**src/design/smce_pkg.sv**
```systemverilog
// Shared constants, register indexes and the exp table for the softmax loss block.
package smce_pkg;

  // Row length limit (default of the top-level parameter)
  localparam int unsigned MAX_CLASSES_DEF = 64;

  // Fixed-point constants
  localparam logic [16:0] ONE_Q16   = 17'd65536;
  localparam logic [16:0] LOG2E_Q16 = 17'd94548;
  localparam logic [15:0] LN2_Q16   = 16'd45426;
  localparam logic [20:0] LOSS_MAX  = 21'd2097151;

  // Configuration register indexes
  localparam logic CFG_BATCH_SIZE  = 1'b0;
  localparam logic CFG_TARGET_MODE = 1'b1;

  // Widths of the datapath
  localparam int unsigned SUM_W = 23;   // sum of up to 64 values of at most 2^16
  localparam int unsigned DIV_W = 33;   // dividend and quotient of the shared divider
  localparam int unsigned DEN_W = 24;   // divisor of the shared divider

  // 2^(-i/32) in Q1.16, i = 0..32
  function automatic logic [16:0] pow2_tab(input logic [5:0] i);
    logic [16:0] v;
    case (i)
      6'd0:  v = 17'd65536;  6'd1:  v = 17'd64132;  6'd2:  v = 17'd62757;
      6'd3:  v = 17'd61413;  6'd4:  v = 17'd60097;  6'd5:  v = 17'd58809;
      6'd6:  v = 17'd57549;  6'd7:  v = 17'd56316;  6'd8:  v = 17'd55109;
      6'd9:  v = 17'd53928;  6'd10: v = 17'd52773;  6'd11: v = 17'd51642;
      6'd12: v = 17'd50535;  6'd13: v = 17'd49452;  6'd14: v = 17'd48393;
      6'd15: v = 17'd47356;  6'd16: v = 17'd46341;  6'd17: v = 17'd45348;
      6'd18: v = 17'd44376;  6'd19: v = 17'd43425;  6'd20: v = 17'd42495;
      6'd21: v = 17'd41584;  6'd22: v = 17'd40693;  6'd23: v = 17'd39821;
      6'd24: v = 17'd38968;  6'd25: v = 17'd38133;  6'd26: v = 17'd37316;
      6'd27: v = 17'd36516;  6'd28: v = 17'd35734;  6'd29: v = 17'd34968;
      6'd30: v = 17'd34219;  6'd31: v = 17'd33486;  6'd32: v = 17'd32768;
      default: v = 17'd32768;
    endcase
    return v;
  endfunction

endpackage

```
**src/design/smce_ln.sv**
```systemverilog
// Iterative -ln(p) for Q1.16 p: MSB position plus 16 fraction bits by squaring.
module smce_ln (
  input  logic        clk_i,
  input  logic        rst_ni,
  input  logic        start_i,
  input  logic [16:0] p_i,
  output logic [19:0] nl_o,
  output logic        done_o
);
  import smce_pkg::*;

  localparam logic [2:0] L_IDLE = 3'd0;
  localparam logic [2:0] L_SQ   = 3'd1;
  localparam logic [2:0] L_ADJ  = 3'd2;
  localparam logic [2:0] L_FIN  = 3'd3;
  localparam logic [2:0] L_OUT  = 3'd4;

  logic [2:0]  st_q;
  logic [30:0] x_q;
  logic [61:0] sq_q;
  logic [15:0] frac_q;
  logic [3:0]  n_q;
  logic [4:0]  k_q;
  logic [36:0] mul_q;
  logic [16:0] p_eff;
  logic [4:0]  k_new;
  logic [46:0] x_sh;
  logic [31:0] y;
  logic [20:0] v;

  // floor at one LSB and find MSB
  always_comb begin
    p_eff = (p_i == '0) ? 17'd1 : p_i;
    k_new = '0;
    for (int b = 1; b < 17; b++) begin
      if (p_eff[b]) k_new = 5'(b);
    end
    x_sh = 47'(p_eff) << (5'd30 - k_new);
  end

  assign y = sq_q[61:30];
  assign v = {5'd16 - k_q, 16'd0} - {5'd0, frac_q};

  always_ff @(posedge clk_i or negedge rst_ni) begin
    if (!rst_ni) begin
      st_q <= L_IDLE;
      n_q  <= '0;
    end else begin
      case (st_q)
        L_IDLE: if (start_i) begin
          st_q <= L_SQ;
          n_q  <= '0;
        end
        L_SQ:  st_q <= L_ADJ;
        L_ADJ: begin
          n_q  <= n_q + 1'b1;
          st_q <= (n_q == 4'd15) ? L_FIN : L_SQ;
        end
        L_FIN:   st_q <= L_OUT;
        L_OUT:   st_q <= L_IDLE;
        default: st_q <= L_IDLE;
      endcase
    end
  end

  // squaring datapath
  always_ff @(posedge clk_i) begin
    case (st_q)
      L_IDLE: if (start_i) begin
        x_q    <= x_sh[30:0];
        k_q    <= k_new;
        frac_q <= '0;
      end
      L_SQ: sq_q <= 62'(x_q) * 62'(x_q);
      L_ADJ: begin
        if (y[31]) begin
          x_q    <= y[31:1];
          frac_q <= {frac_q[14:0], 1'b1};
        end else begin
          x_q    <= y[30:0];
          frac_q <= {frac_q[14:0], 1'b0};
        end
      end
      L_FIN:   mul_q <= 37'(v) * 37'(LN2_Q16);
      default: ;
    endcase
  end

  assign nl_o   = mul_q[35:16];
  assign done_o = (st_q == L_OUT);

  a_start_idle: assert property (@(posedge clk_i) disable iff (!rst_ni)
    start_i |-> st_q == L_IDLE) else $error("ln unit started while busy");
  a_norm: assert property (@(posedge clk_i) disable iff (!rst_ni)
    (st_q == L_SQ) |-> x_q[30]) else $error("ln operand not normalized");
  a_done_len: assert property (@(posedge clk_i) disable iff (!rst_ni)
    (st_q == L_FIN) |=> done_o) else $error("ln result not presented");
endmodule

```
**config.mk**
```make
export PLATFORM = sky130hd
export DESIGN_NAME = smce_ln
export DESIGN_NICKNAME = d
export VERILOG_FILES = /design/src/design/smce_pkg.sv /design/src/design/smce_ln.sv
export SDC_FILE = /design/constraint.sdc
export NUM_CORES = 2
export LEC_CHECK = 0
export ABC_AREA = 1
export BUFFER_PORTS_ARGS = -buffer_cell sky130_fd_sc_hd__buf_2
export CORE_UTILIZATION = 45
export CTS_BUF_LIST = sky130_fd_sc_hd__clkbuf_4 sky130_fd_sc_hd__clkbuf_8 sky130_fd_sc_hd__clkbuf_16
export DETAILED_ROUTE_END_ITERATION = 6
export MAX_ROUTING_LAYER = met4
export PLACE_DENSITY = 0.67
export SLEW_MARGIN = 10
export SYNTH_ARGS = -nofsm -noshare
export SYNTH_HDL_FRONTEND = slang
export SYNTH_SLANG_ARGS = --single-unit
export TNS_END_PERCENT = 1
```
**constraint.sdc**
```tcl
create_clock -name clk_i -period 8.4 [get_ports clk_i]
set_input_delay 0.42 -clock clk_i [delete_from_list [all_inputs] [get_ports clk_i]]
set_output_delay 0.42 -clock clk_i [all_outputs]
set_load 0.005 [all_outputs]
```
# Yosys cells after proc, flatten, opt, wreduce, memory -nomap -nowiden
# Cells that the tools add are included.
[totals]
regBits = 156
inputBits = 20
output_inout_bits = 21
wordCells = 53
[classes]
n_addsub = 4
mul = 2
n_eq_ne = 6
shift = 1
mux = 28
n_reduce_logical = 5
[op_table]
columns = ["op", "n"]
rows = [
  ["2-to-1 mux 5 bit", 14],
  ["multiplier 31 x 31 -> 62 bit", 1],
  ["2-to-1 mux 31 bit", 2],
  ["case mux 31 bit (2 select lines)", 1],
  ["multiplier 21 x 15 -> 35 bit (second input constant)", 1],
  ["case mux 16 bit (2 select lines)", 1],
  ["left shift 17 x 5 -> 31 bit", 1],
  ["subtractor 21 x 16 -> 21 bit", 1],
  ["logical NOT 17 bit", 1],
  ["2-to-1 mux 17 bit", 1],
  ["2-to-1 mux 16 bit", 1],
  ["case mux 3 bit (4 select lines)", 1],
  ["subtractor 5 bit (first input constant)", 2],
  ["case mux 4 bit (2 select lines)", 1],
  ["equality test 3 x 2 -> 1 bit (second input constant)", 2],
  ["adder 4 x 1 -> 4 bit (second input constant)", 1],
  ["equality test 4 bit (second input constant)", 1],
  ["2-to-1 mux 2 bit", 2],
  ["2-to-1 mux 4 bit", 1],
  ["AND reduction 2 bit", 2],
  ["equality test 3 x 1 -> 1 bit (second input constant)", 1],
  ["equality test 3 bit (second input constant)", 1],
  ["logical NOT 3 bit", 1],
  ["2-to-1 mux 3 bit", 1],
  ["other kinds (3)", 4],
]

# Longest topological paths before layout
[depth]
depth_word = 22
depth_mapped = 36
depth_no_buf = 36

# Worst setup path before layout
# Ideal clock, no wire load.
[synth_timing]
path_kind = "register to register"
start = "reg x_q[8]"
end = "reg sq_q[60] (data pin)"
arrival_time_ns = 6.796
required_ns = 8.142
path_slack_ns = 1.346
path_stages_with_launch = 28
path_buffers = 2
cell_sequence = "edfxtp_1 -> clkbuf_1 -> clkbuf_1 -> nand2_1 -> fa_1 -> fa_1 -> inv_1 -> fa_1 -> inv_1 -> fa_1 -> inv_1 -> fa_1 -> fa_1 -> fa_1 -> inv_1 -> fa_1 -> inv_1 -> ha_1 -> nand2_1 -> inv_1 -> a21oi_1 -> a21boi_0 -> o21ai_0 -> a221oi_1 -> nand2_1 -> nand3_1 -> nand3_1 -> xor2_1"
[synth_via]
elab_chain_cells = 1
[synth_lines]
columns = ["element", "line_no", "source"]
rows = [
  ["start: declaration", "smce_ln.sv:19", "logic [30:0] x_q;"],
  ["start signal: assignment", "smce_ln.sv:70", "x_q <= x_sh[30:0];"],
  ["start signal: assignment", "smce_ln.sv:77", "x_q <= y[31:1];"],
  ["start signal: assignment", "smce_ln.sv:80", "x_q <= y[30:0];"],
  ["multiplier 31 x 31 -> 62 bit", "smce_ln.sv:74", "L_SQ: sq_q <= 62'(x_q) * 62'(x_q);"],
  ["end signal: assignment", "smce_ln.sv:74", ""],
  ["end: declaration", "smce_ln.sv:20", "logic [61:0] sq_q;"],
]
# No other way between the ends.
# A chain may end at the register's enable or synchronous reset.

# Worst setup path after layout
[layout_timing]
start = "reg x_q[9]"
end = "reg sq_q[55] (data pin)"
# The elaborated chain is that of the path after synthesis.

==> impl_metrics.py <==
metrics = {
    "synth": {
        "synth.distinct_cells": 57,
        "synthXorXnorAreaFrac": 0.0236,
        "synth_area_per_cell_um2": 8.61,
        "synth_flop_cell": "edfxtp_1",
        "ys_seq_area_frac": 0.0856,
        "synthTopCellsByArea": "fa_1 44%, inv_1 14%, ha_1 13%",
        "synthSimpleGateAreaFrac": 0.122,
        "synth_seq_cells": 111,
        "synth_top_cell_area_share": 0.440,
        "yosysMostFrequentCell": "inv_1",
        "synthMuxAreaShare": 0.000260,
        "synth_area_um2": 38500,
        "synth_compound_area_frac": 0.0456,
        "synth_top_cell_by_area": "fa_1",
        "synth_cells": 4474,
        "synth_fa_ha_area_frac": 0.572,
        "synth_top_family_by_area": "adder cells",
        "synth.top_cells.by_count": "1,397 x inv_1, 847 x fa_1, 832 x nand2_1",
        "synth-edff-count": 104,
        "ys_async_sr_fraction": 0.0631,
        "ys_warn_count": 0,
        "syn_nets": 5747,
    },
    "timing": {
        "rsz0062_at_grt": "false",
        "maxSlewHeadroom": 0.211,
        "clock_skew_ns": 0.0302,
        "fmax_mhz": 125,
        "fin_crit_sh": 0.954,
        "setup_violations": 0,
        "fin_crit_ns": 8.01,
        "worst_slack_ns": 0.391,
        "final_max_slew_viol_count": 0,
        "hold_viol": 0,
        "setup_tns_ns": 0,
        "tightest_slew_ns": 1.18,
    },
    "cts": {
        "cts-root-buf": "clkbuf_16",
        "clk_path_buf_depth": 2,
        "path_clk_slew_ns": 0.09,
        "cts_setup_buffers": 0,
        "insertion_delay_ns": 0.40,
        "cts_inserted_buffers": 9,
        "htree_levels": 3,
        "cts_tree": "done",
        "cts.sinks": 111,
    },
    "placed_design": {
        "gp_congestion": 0.950,
        "placed_cells": 5601,
        "dp_slack_ns": 0.499,
        "dpl.hpwl_mm": 79.2,
        "port-buffer-count": 40,
    },
    "routing": {
        "wirelength_met1_mm": 38.1,
        "wl_met3_mm": 4.70,
        "met2_length_mm": 46.0,
        "postRouteAntennaNets": 0,
        "drt_iter0_markers": 1867,
        "num_vias": 27800,
        "drt-total-wl_mm": 91.6,
        "viasPerCell": 4.94,
        "dr.pass1.iters": 6,
        "drc": 0,
        "wl_per_cell_um": 16.3,
        "top_layer_used": "met4",
    },
    "setup_path": {
        "rr_endpoint": "sq_q[55]",
        "cp.required_ns": 8.52,
        "reg2reg_slack_ns": 0.39,
        "reg2reg_depth": 23,
        "worst-setup-path-type": "flop to flop",
        "critPathLaunchType": "flop",
        "worstReg2RegStart": "x_q[9]",
        "end_kind": "flop",
        "critPathArrivalTime_ns": 8.13,
        "critical_path.max_fanout": 19,
    },
    "global_route": {
        "grt_pass1_vias": 29200,
        "overflow": 0,
        "grt.total_usage": 0.229,
        "antenna_found_initial": 1,
        "grt_pass1_wl_mm": 151,
        "grt_max_degree": 55,
    },
    "hold_path": {
        "min_path_type": "primary input to async pin",
    },
    "cells_and_area": {
        "utilization": 0.482,
        "drive_gt1_frac": 0.0413,
        "fin_cells": 5618,
        "fillers": 8091,
        "final_nets": 5752,
        "area_growth_pct": 5.40,
        "num_antenna_cells": 0,
    },
    "floorplanning": {
        "io_pins": 41,
        "die_area_um2": 86800,
        "fp.dieW_um": 295,
        "core_um2": 84200,
        "num_rows": 106,
        "die_h_um": 295,
        "initial_core_util": 0.457,
    },
    "job": {
        "drv_cap": 0,
    },
    "outcome": {
        "status": "completed",
    },
}
[routing by layer]
| layer | track usage | vias up |
|---|---|---|
| met5 | - | - |
| met4 | 0.0591 | 0 |
| met3 | 0.0186 | 149 |
| met2 | 0.390 | 725 |
| met1 | 0.295 | 13900 |
| li1 | - | 13000 |
[how the worst max path moves through the flow]
stage / from / endpoint / slack (ns) / cells past startpoint
after floorplan: x_q[8] / sq_q[60] / 1.35 / 27
after global placement: x_q[22] / sq_q[38] / 0.53 / 25
after detailed placement: x_q[7] / sq_q[49] / 0.50 / 24
after CTS: x_q[7] / sq_q[49] / 0.46 / 24
after global routing: x_q[9] / sq_q[49] / 0.02 / 24
final: x_q[9] / sq_q[55] / 0.39 / 23
[state kept, by name (all words and copies together) (netlist names)]
name    flops
sq_q       32
x_q        31
mul_q      20
frac_q     16
k_q         5
n_q         4
st_q        3
[per-stage QoR]
step	cell area, µm²	hold slack [ns]
4_1_cts	40600	0.373
5_1_grt	40600	0.380
3_3_place_gp	40300	0.261
6_report	40600	0.387
3_5_place_dp	40300	0.265
2_1_floorplan	38500	0.124
[layout make-up]
class | count | area [µm²] | area share
inverter | 1411 | 5300 | 0.130
sequential | 111 | 3300 | 0.0812
clock buffer | 10 | 233 | 0.00573
tap | 1134 | 1420 | 0.0350
multi-input combinational | 2827 | 29400 | 0.725
timing repair buffer | 119 | 858 | 0.0211
clock inverter | 6 | 55.1 | 0.00136
[cell families after synthesis]
logic type | Yosys count
XOR/XNOR | 102
flip-flops | 111
buffers and inverters | 1536
multiplexers | 1
adder cells (fa/ha/maj) | 1253
AND/OR/NAND/NOR | 1170
AO/OA/AOI/OAI | 301
[worst max-delay path: stages, from the launching register on]
cell	delay, ns
edfxtp_1	1.04
buf_4	0.37
nand2_1	0.13
fa_1	0.44
inv_1	0.08
fa_1	0.44
fa_1	0.53
inv_1	0.05
fa_1	0.48
inv_1	0.05
fa_1	0.49
fa_1	0.62
fa_1	0.45
fa_1	0.45
ha_1	0.33
nand2_1	0.09
nor2_1	0.11
nand2_1	0.08
o41ai_2	0.59
a21oi_1	0.26
o21ai_1	0.38
nand3_1	0.13
nand2_1	0.10
xor2_1	0.06
[placed cells by master, fill, tap and decap left out, drive strengths merged]
cell / n
nor3: 17
o211ai: 6
a22o: 1
nor2: 169
xnor2: 32
nand2: 840
o21a: 12
inv: 1409
and3b: 1
o2111ai: 1
clkinv: 8
xor2: 70
a221oi: 3
a21boi: 7
dfrtp: 7
clkbuf: 10
o221ai: 1
nor4: 5
or3: 1
edfxtp: 104
o31ai: 4
a211oi: 1
o41ai: 1
a21oi: 137
buf: 118
dlygate4sd3: 1
a31oi: 17
a31o: 9
mux2i: 1
nand4: 14
fa: 847
o21ai: 77
a2111oi: 1
nand3: 120
ha: 406
o21bai: 11
or2: 3
a21o: 10
o311ai: 2
[repair_timing]
action / 4_1_cts / 5_1_grt
hold endpoints to repair: 7 / 0
hold buffers: 1 / 0
resized for setup: 0 / 0
Power is left out: the tool's default activity adds up to more than one toggle a clock period on the data nets, which glitch-free logic cannot reach.
