--- config.mk ---
export PLATFORM = sky130hd
export DESIGN_NAME = smce_div
export DESIGN_NICKNAME = d
export VERILOG_FILES = /design/src/design/smce_pkg.sv /design/src/design/smce_div.sv
export SDC_FILE = /design/constraint.sdc
export NUM_CORES = 1
export LEC_CHECK = 0
export BUFFER_PORTS_ARGS = -buffer_cell sky130_fd_sc_hd__buf_2
export CAP_MARGIN = 5
export CORE_MARGIN = 2
export CORE_UTILIZATION = 60
export CTS_BUF_LIST = sky130_fd_sc_hd__clkbuf_16
export CTS_CLUSTER_DIAMETER = 30
export DETAILED_ROUTE_END_ITERATION = 10
export GPL_TIMING_DRIVEN = 0
export PLACE_DENSITY_LB_ADDON = 0.08
export SETUP_SLACK_MARGIN = 0.15
export SYNTH_ARGS = -nofsm -noshare
export SYNTH_HDL_FRONTEND = slang
export SYNTH_SLANG_ARGS = --single-unit
--- constraint.sdc ---
create_clock -name clk_i -period 6.9 [get_ports clk_i]
set_input_delay 1.035 -clock clk_i [delete_from_list [all_inputs] [get_ports clk_i]]
set_output_delay 1.035 -clock clk_i [all_outputs]
set_load 0.02 [all_outputs]
--- src/design/smce_pkg.sv ---
// Shared constants, register indexes and the exp table for the softmax loss block.
package smce_pkg;

  // Row length limit (default of the top-level parameter)
  localparam int unsigned MAX_CLASSES_DEF = 64;

  // Fixed-point constants
  localparam logic [16:0] ONE_Q16   = 17'd65536;
  localparam logic [16:0] LOG2E_Q16 = 17'd94548;
  localparam logic [15:0] LN2_Q16   = 16'd45426;
  localparam logic [20:0] LOSS_MAX  = 21'd2097151;

  // Configuration register indexes
  localparam logic CFG_BATCH_SIZE  = 1'b0;
  localparam logic CFG_TARGET_MODE = 1'b1;

  // Widths of the datapath
  localparam int unsigned SUM_W = 23;   // sum of up to 64 values of at most 2^16
  localparam int unsigned DIV_W = 33;   // dividend and quotient of the shared divider
  localparam int unsigned DEN_W = 24;   // divisor of the shared divider

  // 2^(-i/32) in Q1.16, i = 0..32
  function automatic logic [16:0] pow2_tab(input logic [5:0] i);
    logic [16:0] v;
    case (i)
      6'd0:  v = 17'd65536;  6'd1:  v = 17'd64132;  6'd2:  v = 17'd62757;
      6'd3:  v = 17'd61413;  6'd4:  v = 17'd60097;  6'd5:  v = 17'd58809;
      6'd6:  v = 17'd57549;  6'd7:  v = 17'd56316;  6'd8:  v = 17'd55109;
      6'd9:  v = 17'd53928;  6'd10: v = 17'd52773;  6'd11: v = 17'd51642;
      6'd12: v = 17'd50535;  6'd13: v = 17'd49452;  6'd14: v = 17'd48393;
      6'd15: v = 17'd47356;  6'd16: v = 17'd46341;  6'd17: v = 17'd45348;
      6'd18: v = 17'd44376;  6'd19: v = 17'd43425;  6'd20: v = 17'd42495;
      6'd21: v = 17'd41584;  6'd22: v = 17'd40693;  6'd23: v = 17'd39821;
      6'd24: v = 17'd38968;  6'd25: v = 17'd38133;  6'd26: v = 17'd37316;
      6'd27: v = 17'd36516;  6'd28: v = 17'd35734;  6'd29: v = 17'd34968;
      6'd30: v = 17'd34219;  6'd31: v = 17'd33486;  6'd32: v = 17'd32768;
      default: v = 17'd32768;
    endcase
    return v;
  endfunction

endpackage

--- src/design/smce_div.sv ---
// Shared restoring divider, one quotient bit per cycle.
module smce_div (
  input  logic                       clk_i,
  input  logic                       rst_ni,
  input  logic                       start_i,
  input  logic [smce_pkg::DIV_W-1:0] num_i,
  input  logic [smce_pkg::DEN_W-1:0] den_i,
  output logic [smce_pkg::DIV_W-1:0] quo_o,
  output logic                       done_o
);
  import smce_pkg::*;

  localparam int unsigned CNT_W = $clog2(DIV_W + 1);

  logic [DIV_W-1:0] quo_q;
  logic [DEN_W-1:0] rem_q, den_q;
  logic [CNT_W-1:0] cnt_q;
  logic             busy_q, done_q;
  logic [DEN_W-1:0] trial;
  logic             fits;

  // trial remainder: shift in next dividend bit
  assign trial = {rem_q[DEN_W-2:0], quo_q[DIV_W-1]};
  assign fits  = (trial >= den_q);

  always_ff @(posedge clk_i or negedge rst_ni) begin
    if (!rst_ni) begin
      busy_q <= 1'b0;
      done_q <= 1'b0;
      cnt_q  <= '0;
    end else begin
      done_q <= 1'b0;
      if (start_i) begin
        busy_q <= 1'b1;
        cnt_q  <= CNT_W'(DIV_W);
      end else if (busy_q) begin
        cnt_q <= cnt_q - 1'b1;
        if (cnt_q == CNT_W'(1)) begin
          busy_q <= 1'b0;
          done_q <= 1'b1;
        end
      end
    end
  end

  // datapath
  always_ff @(posedge clk_i) begin
    if (start_i) begin
      quo_q <= num_i;
      rem_q <= '0;
      den_q <= den_i;
    end else if (busy_q) begin
      rem_q <= fits ? (trial - den_q) : trial;
      quo_q <= {quo_q[DIV_W-2:0], fits};
    end
  end

  assign quo_o  = quo_q;
  assign done_o = done_q;

  a_no_restart: assert property (@(posedge clk_i) disable iff (!rst_ni)
    busy_q |-> !start_i) else $error("divider restarted while busy");
  a_done_pulse: assert property (@(posedge clk_i) disable iff (!rst_ni)
    done_q |=> !done_q) else $error("divider done longer than one cycle");
  a_rem_bound: assert property (@(posedge clk_i) disable iff (!rst_ni)
    (busy_q && !start_i && den_q != '0) |-> rem_q < den_q)
    else $error("divider remainder out of range");
endmodule

# Yosys cells after proc, flatten, opt, wreduce, memory -nomap -nowiden
# Index checks and enable logic that the tools add are counted.
dict set report totals {
  output_inout_bits 34
  word_cells 22
  in_bits 60
  ff_bits 88
}
dict set report classes {
  add_sub_neg 2
  magnitude_cmp 1
  muxes 11
  n_reduce_logical 1
  eq_ne 1
}
# op n
set op_table {}
lappend op_table {{33-bit 2-to-1 mux} 2}
lappend op_table {{24-bit >= comparator} 1}
lappend op_table {{23-bit 2-to-1 mux} 1}
lappend op_table {{23-bit subtractor} 1}
lappend op_table {{6-bit 2-to-1 mux} 2}
lappend op_table {{6-bit by 1-bit == test with 1-bit output (second input constant)} 1}
lappend op_table {{1-bit 2-to-1 mux} 6}
lappend op_table {{6-bit by 1-bit subtractor with 6-bit output (second input constant)} 1}
lappend op_table {{2-bit nonzero test} 1}

# Depth between registers and ports, before layout
# Gate-level depths: netlist (run 1).
dict set report logic_depth {
  word_depth 4
  ltp_mapped 12
  ltp_nobuf 11
}

# Worst setup path after synthesis (run 1)
# No wires, ideal clock.
dict set report synth_timing {
  kind {register to register}
  start {register quo_q[32], in the netlist quo_o[32]}
  end {register quo_q[0], in the netlist quo_o[0] (data pin)}
  required_time_ns 6.640
  setup_time_ns 0.260
  arrival_time_ns 2.725
  path_slack_ns 3.915
  synth_period_minus_slack_ns 2.985
  stages_incl_launch_ff 12
  path_cell_list {edfxtp_1 > inv_1 > ha_1 > fa_1 > and2b_1 > o21ai_1 > a21oi_2 > o21ba_4 > a2111o_1 > a31o_2 > buf_6 > mux2_2}
}
dict set report synth_via {
  elab_chain_len 3
}
# item line_no
set synth_lines {}
lappend synth_lines {{start, declared} smce_div.sv:15} ;# logic [DIV_W-1:0] quo_q;
lappend synth_lines {{start signal, assigned} smce_div.sv:49} ;# quo_q <= num_i;
lappend synth_lines {{start signal, assigned} smce_div.sv:54} ;# quo_q <= {quo_q[DIV_W-2:0], fits};
lappend synth_lines {{24-bit >= comparator} smce_div.sv:24} ;# assign fits = (trial >= den_q);
lappend synth_lines {{33-bit 2-to-1 mux} smce_div.sv:52} ;# end else if (busy_q) begin
lappend synth_lines {{33-bit 2-to-1 mux} smce_div.sv:48} ;# if (start_i) begin
# Every way passes these cells. The select of a mux whose other input is x is not followed.
# A chain may end at the register's enable or synchronous reset.

# Worst setup path after layout (run 1)
dict set report layout_timing {
  start {input port start_i}
  end {register quo_q[13], in the netlist quo_o[13], enable pin}
}
dict set report layout_via {
  elab_chain_len 1
}
# item line_no
set layout_lines {}
lappend layout_lines {{start, declared} smce_div.sv:5} ;# input logic start_i,
lappend layout_lines {{2-bit nonzero test (no source line)} n/a}
# Every way passes these cells.

==> reports/summary.md, run 1 <==
The flow ran to the end, and the final reports show no timing, DRC or antenna violations. Data arrives at the worst endpoint at 3.61 ns. The run gives 456 as the synthesized instance count. For the sequential-to-total area share from yosys stat, the log shows 0.485. In the final design database the tool counted 648 nets. TritonCTS created 9 clock buffers. The logs give 62 for the number of distinct library cells after synthesis and 0 for the number of setup violations in the final report. The share of synthesized flip-flops with an asynchronous set or reset is 0.0909. In this run, synthesis inferred 57 flip-flops with an integrated enable. The yosys synthesis warning count is 0, and the maximum level of the CTS H-tree is 3.

Routability-driven placement finished with a final weighted congestion of 0.936. The first global-routing pass estimated 18.6 mm of wire. Internal cell power: 0.00139 W. Along the worst path, the maximum fanout reaches 25.

Summed over all nets, the switching power comes to 0.000825 W. The setup path with the least slack is of type in2reg. The logs give 280 MHz for the maximum clock frequency and 214 for the number of design-rule violations left by the first detailed-router iteration. In this run, post-CTS repair resized a total of 0 instances. The sink count of the clock tree is 88. By area the synthesized netlist is led by sky130_fd_sc_hd__edfxtp_1 (35%), sky130_fd_sc_hd__dfxtp_1 (9.4%), sky130_fd_sc_hd__mux2_2 (7.6%).

The path type of the worst min-delay path is reg2reg. The run gives 2 as the clock tree buffer depth. Reported max-cap violation count: 0.

The final count of hold timing violations is 0. Setup repair after global routing left no endpoint under its margin. The number of slew-limit violations in the final report is 0. The proportion of netlist area held by the largest area contributor is 0.350, and the row count is 32. The repair_antennas step left the layout with diodes totalling 0. The power density over the cells works out to 380 nW/um^2. The run gives 0 as the hold buffer count at cts. The dominant cell by count in the synthesized netlist is sky130_fd_sc_hd__edfxtp_1.

The routed wire length per instance was 17.1 um. The fraction of met1 tracks used by global routing came out at 0.343. The area growth from synthesis to layout is 19.3%.

In this run the static leakage power is 2.55 nW. Cell area after synthesis: 4890 um^2. Across all layers, the routed design uses 3942 vias.

The worst-case setup slack after placement was 2.63 ns. Worst setup path startpoint: start_i. The global-route total usage across every layer is 0.271, and the number of storage elements in the synthesis netlist is 88. The filler cell count was 563. The slew at the pin with the worst max-slew slack works out to 0.640 ns. The met3 global-route usage is 0.0666, and the total of buffers placed on input and output ports is 93. The ratio of final minimum period to clock period was 0.517. For this run, design rule violations remaining after detail routing come to 0. The per-instance average area after synthesis came out at 10.7 um^2.

The via count of the first global-routing pass is 3933, and the area of the placeable core is 7810 um^2. The minimum period implied by the final worst setup slack is 3.57 ns, and the number of nets with antenna violations after detailed routing is 0. The wire-length estimate of the detail-placed layout is 8.12 mm.

The routed wire length came out at 11.4 mm. Dividing the detail-routed via count by the number of cells gives 5.90. The overall die area is 8890 um^2. The final worst clock skew came out at 0.00969 ns. The logs give 5 for the first-pass detailed-route iteration total and 0 for the number of buffers added for setup after CTS. For the combinational cell fraction of total power, the log shows 0.404. Final worst slack: 3.33 ns. The worst-case IR drop observed on VDD is 0.227 mV. Met2 capacity usage during global routing: 0.466. Clock-pin slew was measured on the worst setup and hold paths at 0.06 ns. The run gives 94 as the number of top-level design ports. The share of layout cells above drive strength 1 was 0.276; the clock network latency to the later pin of the worst-skew pair was 0.34 ns. Adding up every negative setup slack in the final design gives 0 ns. The logs give 0 for the number of antenna violations at the first check in global routing and 0 for the overall overflow remaining after global route. Clock tree synthesis selected as its root buffer the cell sky130_fd_sc_hd__clkbuf_16. Startpoint of the worst hold path: rem_q[12]. Kind of launch point of the worst setup path: an input port. The switching portion of total power is 0.372.

Layer with the highest usage after global routing: met2. STA puts the critical path data required time at 6.94 ns. Measured along the x axis, the die boundary spans 94.3 um. The vertical die dimension works out to 94.3 um. By count the netlist is led by sky130_fd_sc_hd__edfxtp_1 (57), sky130_fd_sc_hd__nand2_1 (43), sky130_fd_sc_hd__inv_1 (39). The footprint of the flip-flops and latches came out at 2370 um^2. TritonCTS built the clock tree.

Summing all multi-input logic gate instances after layout gives 2270 um^2. Summed over all instances, the cell type with the most area after synthesis is sky130_fd_sc_hd__edfxtp_1. The run gives 0.355 as the relative contribution of sequential cells to total power. For the relative contribution of the clock network to total power, the log shows 0.240. STA classifies the critical path endpoint as a flip-flop. The tools report the beginning of the worst register-to-register path as quo_o[32]. The initial cell density of the core was 0.626; the number of nets in the synthesized netlist was 543.

Entering global routing, the biggest net connects 34 pins. For this run, the leading register cell type out of synthesis is sky130_fd_sc_hd__edfxtp_1. The normalized max-slew margin is 0.574.
==> routing by layer <==
layer	wire length, um	share of wire	up-vias
li1	-	-	1883
met1	4760	0.42	1844
met2	5640	0.49	199
met3	899	0.079	16
met4	142	0.012	0
met5	0	0	-
==> worst paths after layout <==
check                      depth (start not counted)   endpoint  slack [ns]
max                                                7  quo_o[13]        3.33
min                                                2  rem_q[12]        0.50
max reg2reg                                       11   quo_o[0]        3.78
min reg2reg                                        2  rem_q[12]        0.50
max in group asynchronous                          1     busy_q        6.21
min in group asynchronous                          1     done_o        0.52
==> metrics by stage <==
step / hold slack [ns] / util / instance area (um^2) / instances / power, W
after CTS: 0.506 / 0.744 / 5810 / 667 / 0.00220
after floorplan: 0.468 / - / 4890 / 456 / 0.00144
after detailed placement: 0.495 / 0.702 / 5480 / 651 / 0.00167
after global placement: 0.482 / 0.702 / 5480 / 651 / 0.00163
final: 0.503 / 0.747 / 5830 / 668 / 0.00222
after global routing: 0.523 / 0.747 / 5830 / 668 / 0.00234
==> registers in the layout, summed over array words and instances (netlist names) <==
signal	flops
busy_q	1
cnt_q	6
den_q	24
done_o	1
quo_o	33
rem_q	23
==> cell families after synthesis <==
group / Yosys count / share of synthesized area
buffers and inverters: 60 / 0.0509
flip-flops: 88 / 0.485
XOR/XNOR: 19 / 0.0340
AO/OA/AOI/OAI: 92 / 0.145
adder cells (fa/ha/maj): 27 / 0.0706
AND/OR/NAND/NOR: 135 / 0.135
multiplexers: 35 / 0.0801
==> cell usage in the layout (no fill, tap or decap), types with 3 or more instances in the layout <==
cell type	netlist	layout
sky130_fd_sc_hd__and2_1	3	3
sky130_fd_sc_hd__xnor2_1	12	12
sky130_fd_sc_hd__o21bai_1	3	3
sky130_fd_sc_hd__ha_1	26	26
sky130_fd_sc_hd__a311oi_1	14	14
sky130_fd_sc_hd__nor3_1	6	6
sky130_fd_sc_hd__clkbuf_16	0	9
sky130_fd_sc_hd__nand4_1	5	5
sky130_fd_sc_hd__dfxtp_1	23	23
sky130_fd_sc_hd__inv_1	39	40
sky130_fd_sc_hd__a31oi_1	4	4
sky130_fd_sc_hd__nand3_1	12	12
sky130_fd_sc_hd__o21ai_0	12	12
sky130_fd_sc_hd__buf_1	5	5
sky130_fd_sc_hd__edfxtp_1	57	57
sky130_fd_sc_hd__clkbuf_1	12	12
sky130_fd_sc_hd__xor2_1	7	7
sky130_fd_sc_hd__nand4b_1	3	3
sky130_fd_sc_hd__buf_2	1	94
sky130_fd_sc_hd__a211oi_1	7	7
sky130_fd_sc_hd__a21oi_1	13	13
sky130_fd_sc_hd__nor2_1	35	35
sky130_fd_sc_hd__dfrtp_1	8	8
sky130_fd_sc_hd__nand2b_1	8	8
sky130_fd_sc_hd__buf_6	3	3
sky130_fd_sc_hd__mux2_2	33	33
sky130_fd_sc_hd__or3_1	3	3
sky130_fd_sc_hd__a21o_1	9	9
sky130_fd_sc_hd__nand2_1	43	43
==> power by group through the flow <==
| stage | clock [W] | combinational [W] | sequential, W |
|---|---|---|---|
| detailed placement | 0 | 0.000872 | 0.000794 |
| floorplan | 0 | 0.000609 | 0.000832 |
| global placement | 0 | 0.000841 | 0.000791 |
| global route | 0.000554 | 0.000984 | 0.000803 |
| CTS | 0.000535 | 0.000880 | 0.000787 |
| finish | 0.000533 | 0.000896 | 0.000787 |
==> critical path, cell delays in order <==
cell                       delay [ns]
sky130_fd_sc_hd__buf_2           0.50
sky130_fd_sc_hd__clkbuf_1        0.36
sky130_fd_sc_hd__clkbuf_1        0.48
sky130_fd_sc_hd__clkbuf_1        0.43
sky130_fd_sc_hd__nor2_1          0.13
sky130_fd_sc_hd__inv_1           0.41
sky130_fd_sc_hd__buf_16          0.23
==> cell type report <==
cell class | count | share of cell area
Buffer | 21 | 0.0176
Multi-Input combinational cell | 308 | 0.389
Tap cell | 102 | 0.0219
Clock buffer | 9 | 0.0386
Timing Repair Buffer | 94 | 0.0845
Inverter | 39 | 0.0251
Clock inverter | 7 | 0.0165
Sequential cell | 88 | 0.407
Note: power is estimated with default switching activity, not from simulation.
==> run 2, diff against run 1 <==
- CORE_UTILIZATION: 60 -> 50
- clock period: 6.9 -> 3.2 ns (I/O delays scaled with it)
==> run 2 against run 1 <==
  * Via count fell by 1.5%
  * Sequential cell count did not move
  * Largest power group unchanged
  * Critical path depth rose by 4
  * Clock power rose by 91%
  * Total power rose by 110%
  * Register-to-register slack got worse by 3.5 ns
==> reports/summary.md, run 2 (synthesis results as in run 1) <==
TritonCTS built the clock tree. Total of buffers placed on input and output ports: 93 (unchanged). The maximum fanout along the worst path works out to 10 (-60%). The run gives 3572 (-9.2%) as the via count of the first global-routing pass. In the layout the commonest cells are sky130_fd_sc_hd__buf_2 (92), sky130_fd_sc_hd__edfxtp_1 (57), sky130_fd_sc_hd__nand2_1 (43).

The vertical die dimension was 103 um (+9.1%); the number of nets with antenna violations after detailed routing was 0 (unchanged). For the global placer's final weighted congestion, the log shows 0.878 (-6.2%). The reported leakage power was 2.55 nW (about the same). The worst path in the final design needs a cycle of 2.96 ns, including I/O delays and setup. The logs give 10600 um^2 (+19%) for the overall die area and 9640 um^2 (+23%) for the area of the placeable core. For the number of top-level design ports, the log shows 94 (unchanged). The logs give 34 (unchanged) for the pin count of the biggest net entering global routing and 5 (unchanged) for the first-pass detailed-route iteration total.

The final worst clock skew is 0.0117 ns (+0.00200 ns), and the maximum clock frequency is 338 MHz. The run gives 0.613 (-0.134) as the fraction of the core area covered by cells at the end of the flow. The ratio of final minimum period to clock period is 0.924.

The tools report the half-perimeter wire length after detailed placement as 8.05 mm (-0.90%). In this run the worst hold path is classified as in2reg. The total DRC errors in the routed layout is 0 (unchanged). The global-route total usage across every layer was 0.219 (-0.0519); the signed area change from the synthesized netlist to the final layout was 20.7%.

The normalized max-slew margin is 0.563 (-0.0102). The logs give 0 (unchanged) for the number of antenna violations at the first check in global routing and 11.5 mm (+0.23%) for the routed wire length. Slew at the pin with the worst max-slew slack: 0.655 ns (+0.0153 ns). Routed via count divided by cell count: 5.51 (-6.7%).

For the met3 global-route usage, the log shows 0.0732 (+0.00661). The maximum level of the CTS H-tree came out at 3 (unchanged). The run gives 0.293 ns (-0.210 ns) as the smallest hold slack.

Global-route wire length before repair: 17.6 mm (-5.4%). The run finished with clean final reports. The chip width was 103 um (+9.1%); the share of layout cells above drive strength 1 was 0.288 (+0.0128). The logs give 0 (unchanged) for the final count of hold timing violations and 9 (unchanged) for the number of clock buffers inserted by TritonCTS.

The fraction of met1 tracks used by global routing is 0.289 (-0.0535), and the met2 capacity usage during global routing is 0.342 (-0.124). The run gives 0 (unchanged) as the reported max-cap violation count. For the filler cell count, the log shows 863 (+53%). The number of flip-flops in the largest register is 33 (unchanged).

Most common cell after layout, fill and taps aside: sky130_fd_sc_hd__buf_2. For the data arrival at the endpoint of the critical path, the log shows 3.07 ns (-0.54 ns). The number of slew-limit violations in the final report is 0 (unchanged). The worst setup path is captured at a flip-flop. met2 is the most crowded layer. The critical path is of the reg2reg type.

Kind of launch point of the worst setup path: a flip-flop. The total vias in the final route is 3882 (-1.5%). The logs give 88 (unchanged) for the sink count of the clock tree and 0.486 mV (+110%) for the worst ir drop on vdd.

The routed wire length per instance was 16.3 um (-5.0%); the clock network latency to the later pin of the worst-skew pair was 0.36 ns (+0.02 ns). Required time reported for the critical path endpoint: 3.31 ns (-3.63 ns). The row count was 36 (+13%); the power density over the cells was 792 nW/um^2 (+110%).

Clock tree synthesis selected as its root buffer the cell sky130_fd_sc_hd__clkbuf_16. Setup repair after global routing left no endpoint under its margin. Clock tree buffer depth: 2 (unchanged).

The clock-pin slew of the registers on the worst-case setup and hold paths was 0.07 ns (about the same). The initial cell density of the core was 0.507 (-0.119). Number of design-rule violations left by the first detailed-router iteration: 211 (-1.4%). The overall overflow remaining after global route came out at 0 (unchanged). The number of inserted diodes was 0 (unchanged). The run gives 0 (unchanged) as the number of setup violations in the final report. The final net count came out at 654 (+0.93%).
[run 2: metal layers]
| layer | wire length (um) | part of all wire | vias up |
|---|---|---|---|
| li1 | - | - | 1895 |
| met1 | 5000 | 0.44 | 1842 |
| met2 | 5490 | 0.48 | 133 |
| met3 | 834 | 0.073 | 12 |
| met4 | 134 | 0.012 | 0 |
| met5 | 0 | 0 | - |
[run 2: final timing paths]
kind / cells after the start / startpoint / endpoint / slack [ns]
min: 1 / den_i[9] / den_q[9] / 0.29
max reg2reg: 11 / quo_o[32] / quo_o[0] / 0.24
min reg2reg: 2 / rem_q[6] / rem_q[7] / 0.49
max: 11 / quo_o[32] / quo_o[0] / 0.24
min in group asynchronous: 2 / rst_ni / busy_q / 0.51
max in group asynchronous: 2 / rst_ni / cnt_q[2] / 2.53
[run 2: stage by stage]
| stage | worst slack [ns] | instance area [um^2] | total power (W) | cells | TNS, ns |
|---|---|---|---|---|---|
| final | 0.243 | 5910 | 0.00468 | 705 | 0 |
| after global routing | 0.139 | 5910 | 0.00498 | 705 | 0 |
| after CTS | 0.158 | 5830 | 0.00464 | 699 | 0 |
| after detailed placement | -0.641 | 5520 | 0.00359 | 682 | -21.11 |
| after global placement | -0.582 | 5520 | 0.00355 | 682 | -19.14 |
| after floorplan | 0.215 | 4890 | 0.00311 | 456 | 0 |
[run 2: report_power, final]
group / internal [W] / total [W] / switching, W
logic: 0.000828 / 0.00196 / 0.00113
registers: 0.00151 / 0.00170 / 0.000190
clock network: 0.000568 / 0.00102 / 0.000456
total: 0.00291 / 0.00468 / 0.00177
[run 2: final cells by class]
class / count / area, um^2 / share of cell area
multi-input combinational: 308 / 2300 / 0.390
timing repair buffer: 99 / 515 / 0.0873
buffer: 21 / 105 / 0.0178
sequential: 88 / 2370 / 0.402
clock buffer: 10 / 250 / 0.0424
tap: 133 / 166 / 0.0282
timing repair inverter: 1 / 7.51 / 0.00127
clock inverter: 6 / 35.0 / 0.00593
inverter: 39 / 150 / 0.0254
[run 2: critical path, stage by stage (launching register included)]
cell                       delay (ns)
sky130_fd_sc_hd__edfxtp_1        0.42
sky130_fd_sc_hd__inv_2           0.09
sky130_fd_sc_hd__ha_4            0.13
sky130_fd_sc_hd__fa_2            0.21
sky130_fd_sc_hd__and2b_1         0.19
sky130_fd_sc_hd__o21ai_2         0.19
sky130_fd_sc_hd__a21oi_2         0.11
sky130_fd_sc_hd__o21ba_4         0.25
sky130_fd_sc_hd__a2111o_1        0.43
sky130_fd_sc_hd__a31o_4          0.29
sky130_fd_sc_hd__buf_6           0.15
sky130_fd_sc_hd__mux2_2          0.26
[run 2: repair_timing]
action,4_1_cts,5_1_grt
buffers inserted,0,5
endpoints found under the hold margin,8,0
hold buffers,1,0
pin swaps,0,6
resized for setup,3,9
setup endpoints to repair,40,51
cloned,0,1
